File: src/hw/rtl/idhu_pkg.sv
package idhu_pkg;

    typedef enum logic [2:0] {
        OP_COPYSIGN  = 3'd0,
        OP_CLASSIFY  = 3'd1,
        OP_ILOGB     = 3'd2,
        OP_NEXTAFTER = 3'd3,
        OP_SCALBN    = 3'd4
    } op_t;

    localparam logic [63:0] SIGN_MASK  = 64'h8000_0000_0000_0000;
    localparam logic [63:0] EXP_MASK   = 64'h7ff0_0000_0000_0000;
    localparam logic [63:0] QUIET_BIT  = 64'h0008_0000_0000_0000;
    localparam logic [31:0] ILOGB_ZERO = 32'h8000_0001;
    localparam logic [31:0] ILOGB_INF  = 32'h7fff_ffff;
    localparam logic [10:0] EXP_ALL1   = 11'h7ff;
    localparam int          SCALE_LIMIT    = 5000;
    localparam int          EXP_MAX_FINITE = 'h7fe;
    localparam int          UNDER_CUT      = -54;

    // result word fields
    typedef struct packed {
        logic [63:0] value_bits;
        logic [31:0] int_value;
        logic        is_finite;
        logic        is_infinite;
        logic        is_nan;
        logic        is_normal;
        logic        is_subnormal;
        logic        is_zero;
        logic        sign_bit;
        logic        overflow_flag;
        logic        underflow_flag;
        logic        inexact_flag;
    } res_t;

    // leading one position of a 52-bit fraction (0 when empty)
    function automatic logic [5:0] lead_one(input logic [51:0] v);
        logic [5:0] p;
        p = 6'd0;
        for (int i = 0; i < 52; i++) begin
            if (v[i]) p = 6'(i);
        end
        return p;
    endfunction

endpackage

File: src/hw/rtl/ieee_double_helper_unit_top.sv
// IEEE-754 double helper unit: copysign, classify, ilogb, nextafter, scalbn.
// Input channel s_axis: one word per operation, accepted when s_tvalid and
// s_tready are both high. Output channel m_axis: one result word per input
// word, in order.
// Pipeline: three register stages (decode/leading-one search, per-operation
// work, rounding and flags); an accepted word passes through all three
// registers before its result shows on m_tvalid and m_tdata.
// Throughput: one word per cycle while m_tready stays high; every stage
// takes a new word each cycle.
// Stall: when m_tready is low with a valid result, the whole pipeline holds
// and s_tready drops; bubbles inside the pipe are not squeezed out.
// Reset (aresetn low, synchronous) empties the pipeline; no words are lost
// or repeated across a stall.
module ieee_double_helper_unit_top (
    input  logic         aclk,
    input  logic         aresetn,
    input  logic         s_tvalid,
    output logic         s_tready,
    // [2:0] operation, [66:3] x_bits, [130:67] y_bits, [162:131] shift_count
    input  logic [167:0] s_tdata,
    output logic         m_tvalid,
    input  logic         m_tready,
    // [63:0] value_bits, [95:64] int_value, [96] is_finite, [97] is_infinite,
    // [98] is_nan, [99] is_normal, [100] is_subnormal, [101] is_zero,
    // [102] sign_bit, [103] overflow_flag, [104] underflow_flag,
    // [105] inexact_flag
    output logic [111:0] m_tdata
);
    import idhu_pkg::*;

    logic adv;
    res_t res;

    // advance when the output slot is free or being taken
    assign adv      = !m_tvalid || m_tready;
    assign s_tready = adv;

    idhu_core u_core (
        .aclk      (aclk),
        .aresetn   (aresetn),
        .in_valid  (s_tvalid),
        .in_op     (s_tdata[2:0]),
        .in_x      (s_tdata[66:3]),
        .in_y      (s_tdata[130:67]),
        .in_n      (s_tdata[162:131]),
        .adv       (adv),
        .out_valid (m_tvalid),
        .out_res   (res)
    );

    assign m_tdata = {6'd0, res.inexact_flag, res.underflow_flag, res.overflow_flag,
                      res.sign_bit, res.is_zero, res.is_subnormal, res.is_normal,
                      res.is_nan, res.is_infinite, res.is_finite,
                      res.int_value, res.value_bits};
endmodule

File: src/hw/rtl/idhu_core.sv
module idhu_core (
    input  logic                aclk,
    input  logic                aresetn,
    input  logic                in_valid,
    input  logic [2:0]          in_op,
    input  logic [63:0]         in_x,
    input  logic [63:0]         in_y,
    input  logic signed [31:0]  in_n,
    input  logic                adv,       // pipeline advance
    output logic                out_valid,
    output idhu_pkg::res_t      out_res
);
    import idhu_pkg::*;

    // ---------------- stage 1: decode, normalize ----------------
    logic        v1_reg;
    logic [2:0]  op1_reg;
    logic [63:0] x1_reg, y1_reg;
    logic signed [31:0] n1_reg;
    logic [5:0]  p1_reg;

    always_ff @(posedge aclk) begin
        if (!aresetn) begin
            v1_reg <= 1'b0;
        end else if (adv) begin
            v1_reg <= in_valid;
        end
        if (adv) begin
            op1_reg <= in_op;
            x1_reg  <= in_x;
            y1_reg  <= in_y;
            n1_reg  <= in_n;
            p1_reg  <= lead_one(in_x[51:0]);
        end
    end

    // ---------------- stage 2: per-op main work ----------------
    logic [10:0] e1;
    logic [51:0] f1;
    logic        s1;
    assign e1 = x1_reg[62:52];
    assign f1 = x1_reg[51:0];
    assign s1 = x1_reg[63];

    logic        x_nan1, y_nan1;
    assign x_nan1 = (e1 == EXP_ALL1) && (f1 != '0);
    assign y_nan1 = (y1_reg[62:52] == EXP_ALL1) && (y1_reg[51:0] != '0);

    // nextafter step
    logic [63:0] kx, ky, na_val;
    logic        dec, na_chk;
    always_comb begin
        kx = s1 ? ~x1_reg : (x1_reg | SIGN_MASK);
        ky = y1_reg[63] ? ~y1_reg : (y1_reg | SIGN_MASK);
        dec = s1 ? (ky > kx) : (ky < kx);
        na_chk = 1'b0;
        if (x_nan1) na_val = x1_reg | QUIET_BIT;
        else if (y_nan1) na_val = y1_reg | QUIET_BIT;
        else if (x1_reg == y1_reg || ((x1_reg | y1_reg) & ~SIGN_MASK) == '0) na_val = x1_reg;
        else if (x1_reg[62:0] == '0) begin
            na_val = (y1_reg & SIGN_MASK) | 64'd1;
            na_chk = 1'b1;
        end else begin
            na_val = dec ? x1_reg - 64'd1 : x1_reg + 64'd1;
            na_chk = 1'b1;
        end
    end

    // scalbn exponent and normalized significand
    logic [52:0] m1;
    logic signed [33:0] k1;
    always_comb begin
        if (e1 == '0) begin
            m1 = 53'({1'b0, f1} << (6'd52 - p1_reg));
            k1 = 34'(signed'({1'b0, p1_reg})) - 34'sd51 + 34'(n1_reg);
        end else begin
            m1 = {1'b1, f1};
            k1 = 34'(signed'({1'b0, e1})) + 34'(n1_reg);
        end
    end

    typedef enum logic [2:0] {SC_PASS, SC_OVF, SC_UNF, SC_NORM, SC_SUB} sc_t;
    sc_t sc1;
    logic [63:0] pass1;
    always_comb begin
        pass1 = x1_reg;
        if (e1 == EXP_ALL1) begin
            sc1 = SC_PASS;
            if (x_nan1) pass1 = x1_reg | QUIET_BIT;
        end else if (x1_reg[62:0] == '0) sc1 = SC_PASS;
        else if (n1_reg > 32'(SCALE_LIMIT) || k1 > 34'(EXP_MAX_FINITE)) sc1 = SC_OVF;
        else if (n1_reg < -32'(SCALE_LIMIT) || k1 <= 34'(UNDER_CUT)) sc1 = SC_UNF;
        else if (k1 > 34'sd0) sc1 = SC_NORM;
        else sc1 = SC_SUB;
    end

    logic [31:0] ilogb1;
    always_comb begin
        if (e1 == EXP_ALL1) ilogb1 = ILOGB_INF;
        else if (e1 != '0) ilogb1 = 32'({21'd0, e1}) - 32'd1023;
        else if (f1 == '0) ilogb1 = ILOGB_ZERO;
        else ilogb1 = 32'({26'd0, p1_reg}) - 32'd1074;
    end

    logic        v2_reg, na_chk2_reg;
    logic [2:0]  op2_reg;
    logic [63:0] x2_reg, val2_reg;
    logic [31:0] ival2_reg;
    logic [52:0] m2_reg;
    logic [10:0] k2_reg;   // normal exponent (low bits of k1)
    logic [5:0]  sh2_reg;  // 1..54
    sc_t         sc2_reg;

    always_ff @(posedge aclk) begin
        if (!aresetn) begin
            v2_reg <= 1'b0;
        end else if (adv) begin
            v2_reg <= v1_reg;
        end
        if (adv) begin
            op2_reg     <= op1_reg;
            x2_reg      <= x1_reg;
            ival2_reg   <= (op1_reg == OP_ILOGB) ? ilogb1 : '0;
            m2_reg      <= m1;
            k2_reg      <= k1[10:0];
            sh2_reg     <= 6'(34'sd1 - k1);
            sc2_reg     <= sc1;
            na_chk2_reg <= na_chk;
            case (op1_reg)
                OP_COPYSIGN:  val2_reg <= (x1_reg & ~SIGN_MASK) | (y1_reg & SIGN_MASK);
                OP_NEXTAFTER: val2_reg <= na_val;
                OP_SCALBN:    val2_reg <= pass1;
                default:      val2_reg <= '0;
            endcase
        end
    end

    // ---------------- stage 3: round, flags, classify ----------------
    // one spare bit so a shift of 54 keeps the half-way point
    logic [63:0] sign3;
    logic [53:0] q3, rem3, half3, mask3;
    logic [53:0] qr3;
    logic        rup3;
    res_t        r3;
    always_comb begin
        sign3 = x2_reg & SIGN_MASK;
        mask3 = ~(54'h3f_ffff_ffff_ffff << sh2_reg);
        q3    = {1'b0, m2_reg} >> sh2_reg;
        rem3  = {1'b0, m2_reg} & mask3;
        half3 = 54'd1 << (sh2_reg - 6'd1);
        rup3  = (rem3 > half3) || (rem3 == half3 && q3[0]);
        qr3   = q3 + 54'(rup3);

        r3 = '0;
        r3.int_value    = ival2_reg;
        r3.is_finite    = x2_reg[62:52] != EXP_ALL1;
        r3.is_infinite  = x2_reg[62:52] == EXP_ALL1 && x2_reg[51:0] == '0;
        r3.is_nan       = x2_reg[62:52] == EXP_ALL1 && x2_reg[51:0] != '0;
        r3.is_normal    = x2_reg[62:52] != '0 && x2_reg[62:52] != EXP_ALL1;
        r3.is_subnormal = x2_reg[62:52] == '0 && x2_reg[51:0] != '0;
        r3.is_zero      = x2_reg[62:0] == '0;
        r3.sign_bit     = x2_reg[63];
        r3.value_bits   = val2_reg;
        if (op2_reg == OP_NEXTAFTER && na_chk2_reg) begin
            r3.overflow_flag  = val2_reg[62:52] == EXP_ALL1;
            r3.underflow_flag = val2_reg[62:52] == '0;
            r3.inexact_flag   = r3.overflow_flag | r3.underflow_flag;
        end else if (op2_reg == OP_SCALBN) begin
            case (sc2_reg)
                SC_OVF: begin
                    r3.value_bits    = sign3 | EXP_MASK;
                    r3.overflow_flag = 1'b1;
                    r3.inexact_flag  = 1'b1;
                end
                SC_UNF: begin
                    r3.value_bits     = sign3;
                    r3.underflow_flag = 1'b1;
                    r3.inexact_flag   = 1'b1;
                end
                SC_NORM: r3.value_bits = sign3 | {1'b0, k2_reg, m2_reg[51:0]};
                SC_SUB: begin
                    r3.value_bits     = sign3 | {10'd0, qr3};
                    r3.inexact_flag   = rem3 != '0;
                    r3.underflow_flag = !qr3[52];
                end
                default: ;
            endcase
        end
    end

    logic v3_reg;
    res_t r3_reg;
    always_ff @(posedge aclk) begin
        if (!aresetn) begin
            v3_reg <= 1'b0;
        end else if (adv) begin
            v3_reg <= v2_reg;
        end
        if (adv) r3_reg <= r3;
    end

    assign out_valid = v3_reg;
    assign out_res   = r3_reg;
endmodule

File: config.mk
export PLATFORM = sky130hd
export DESIGN_NAME = ieee_double_helper_unit_top
export DESIGN_NICKNAME = d
export VERILOG_FILES = /design/src/hw/rtl/idhu_pkg.sv /design/src/hw/rtl/ieee_double_helper_unit_top.sv /design/src/hw/rtl/idhu_core.sv
export SDC_FILE = /design/constraint.sdc
export NUM_CORES = 2
export LEC_CHECK = 0
export BUFFER_PORTS_ARGS = -buffer_cell sky130_fd_sc_hd__clkbuf_2
export CAP_MARGIN = 10
export CORE_MARGIN = 4
export CORE_UTILIZATION = 55
export CTS_BUF_LIST = sky130_fd_sc_hd__clkbuf_8
export CTS_CLUSTER_SIZE = 24
export DETAILED_ROUTE_END_ITERATION = 16
export HOLD_SLACK_MARGIN = 0.03
export PLACE_DENSITY = 0.77
export SLEW_MARGIN = 15
export SYNTH_ARGS = -nofsm -noshare
export SYNTH_HDL_FRONTEND = slang
export SYNTH_SLANG_ARGS = --single-unit
File: constraint.sdc
create_clock -name aclk -period 19.2 [get_ports aclk]
set_input_delay 3.84 -clock aclk [delete_from_list [all_inputs] [get_ports aclk]]
set_output_delay 3.84 -clock aclk [all_outputs]
set_load 0.02 [all_outputs]
==> impl_metrics.ini <==
[clocking]
cts.path.max_buffers = 3
htree_levels = 3
ctsRootBufferMaster = clkbuf_8
numCtsBuffers = 81
cts_sinks = 476
postCtsResizedCells = 0
cts_hold_buf = 0
clock_latency_ps = 710
post_cts_buffers = 0
cts_tree = yes
clk_pin_slew_worst_paths_ps = 60

[die]
die_w_um = 279.0
core-area_sq_um = 72830
rows = 99
ios = 286
dieArea_sq_um = 77860
start_util = 0.5547
dieHeight_um = 279.0

[synth]
ys_seq_elements = 476
yosysMostFrequentCell = edfxtp_1
syn_area_sq_um = 40400
synth_ff_type = edfxtp_1
synth.distinct_cells = 103
synth_edf_count = 473
synth.top_cells.by_area = edfxtp_1 35%, ha_1 8.9%, mux4_2 5.0%
synth.avg_cell_area_sq_um = 9.517
synth_top_area_cell = edfxtp_1
ys_async_sr_fraction = 0
syn-instance-count = 4245
yosys_warnings = 0
ys_seq_area_frac = 0.3531
synth_top_area_share = 0.3516
synth_common_cells = 473 x edfxtp_1, 426 x nand2_1, 298 x a21oi_1, 288 x ha_1, 285 x nor2_1

[setup_path]
reg2reg_from = u_core.y1_reg[63]$_DFFE_PP_
crit_path_max_fanout = 63
crit_start = u_core.y1_reg[63]$_DFFE_PP_
startpoint_type = flip-flop
r2r-end = u_core.val2_reg[47]$_DFFE_PP_
critPathSlowestCell = buf_4
cp-endpoint = u_core.val2_reg[47]$_DFFE_PP_
r2r_cells = 26
critPathMaxStageDelay_ps = 800
r2r_slack_ps = 9500
crit_required_ps = 19570
cp.arrival_ps = 10060
endpoint_kind = flip-flop
criticalPathCategory = reg -> reg

[place]
dp_hpwl_um = 118000
io_buffers = 274
gp_congestion = 1.050
dp_cells = 5268
preCtsSetupSlack_ps = 9865
place_area_sq_um = 42280

[min_path]
worstHoldPathType = reg -> reg
worstHoldStart = u_core.ival2_reg[29]$_SDFFCE_PP0P_

[routing]
drt_first_pass_iters = 8
finalWirelength_um = 161500
final_antenna_net_count = 0
via_per_inst = 6.946
routedWlPerCell_um = 29.87
drc_errors = 0
num_vias = 37550
initialDrtViolationCount = 5733

[finish]
area_growth_pct = 8.396
multi_input_comb_area_sq_um = 24090
layout-drive-gt1-share = 0.1438
fill_cells = 6336
largest_reg_flops = 87
final_net_count = 4854
layout.cells.non_filler = 5406
final_area_sq_um = 43790
register_area_sq_um = 14260

[power]
vdd_ir_drop_max_v = 0.00007330
p_per_area_nw_per_um2 = 96.60
power.leakage_nw = 18.00

[global_routing]
grt_max_degree = 84
grt_pass1_vias = 34560
grt.total_usage = 0.3994
use_met2 = 0.5872
grt_pass1_wl_um = 230900
use_met1 = 0.5291
overflow = 0
top_usage_layer = met2
antenna_found_initial = 4
grt_util_met3 = 0.1043

[timing]
rsz0062_at_grt = no
min_period_ps = 9698
hold_violations = 0
layout_setup_ws_ps = 9502
tightestPinTransition_ps = 1165
fmax_mhz = 103.1
finalSetupTns_ps = 0
setup_violations = 0
max-slew-margin-rel = 0.2207
finalCritPeriodShare = 0.5051
drv_slew = 0
fin_skew_ps = 52.54

[flow_run]
cap_viol_max_count = 0

[status]
outcome = completed
-- metrics by stage --
step / hold slack [ps] / power [mW] / util
global placement: 404.2 / 3.277 / 0.5805
detailed placement: 405.2 / 3.288 / 0.5805
floorplan: 400.3 / 2.733 / -
CTS: 419.6 / 4.164 / 0.6011
global route: 431.2 / 4.415 / 0.6011
finish: 418.4 / 4.230 / 0.6013
-- routing by layer --
layer,up-vias,routed length (um)
met2,2739,68100
met3,675,20390
met4,4,12610
met1,17740,60360
met5,-,33
li1,16400,-
-- placed cells by master, fill, tap and decap left out, drive strengths merged, types with 23 or more instances in the layout --
cell type  instances
a211oi            41
xnor2            154
o21ai            288
nand3             78
a31oi             28
nor3              78
nor4             117
o21a              40
nand2            427
o211ai            28
a221oi            24
o22ai             54
mux2i            133
nand4            104
mux4             114
and3              51
inv              208
nor2             286
nor2b             45
buf               86
and2              30
ha               288
edfxtp           473
clkbuf           357
o31ai             30
xor2             125
clkinv            23
nand2b            31
o221ai            57
a21o              79
a21oi            298
-- cells by family (layout without fill, tap and decap cells) --
kind of cell             count (synthesis)  in the layout  synth area share
adder cells (fa/ha/maj)                290            290           0.09019
XOR/XNOR                               279            279           0.06048
buffers and inverters                  490            683           0.05466
AND/OR/NAND/NOR                       1325           1325            0.1606
other                                    1             10        0.00009282
flip-flops                             476            476            0.3531
multiplexers                           262            262            0.1030
AO/OA/AOI/OAI                         1122           1122            0.1779
-- where the power goes --
part / switching [mW] / internal [mW] / total [mW]
registers: 0.125 / 1.26 / 1.38
clock network: 0.427 / 0.445 / 0.872
logic: 1.24 / 0.736 / 1.97
-- cell type report --
type	instances	share of cell area
Tap cell	959	0.02740
Multi-Input combinational cell	3284	0.5501
Sequential cell	476	0.3257
Antenna cell	4	0.0002286
Timing Repair Buffer	360	0.04606
Clock inverter	51	0.008171
Inverter	189	0.01620
Clock buffer	83	0.02609
-- critical path: cells and delay by family (launching register included) --
| kind | cells | cell delay [ps] |
|---|---|---|
| and+or+nand+nor | 8 | 2110 |
| buffers and inverters | 4 | 1850 |
| AOI/OAI and AO/OA | 11 | 3680 |
| DFF | 1 | 730 |
| xor gates and xnor gates | 1 | 80 |
| adders and majority gates | 2 | 850 |
-- worst min path at each step --
stage | to | slack, ps | cells past startpoint
6_report | u_core.out_res[40]$_DFFE_PP_ | 420 | 0
5_1_grt | u_core.out_res[16]$_DFFE_PP_ | 430 | 0
4_1_cts | u_core.out_res[16]$_DFFE_PP_ | 420 | 0
3_5_place_dp | u_core.out_res[16]$_DFFE_PP_ | 410 | 0
3_3_place_gp | u_core.out_res[16]$_DFFE_PP_ | 400 | 0
2_1_floorplan | u_core.out_res[10]$_DFFE_PP_ | 400 | 0
(Power assumes the default switching activity.)
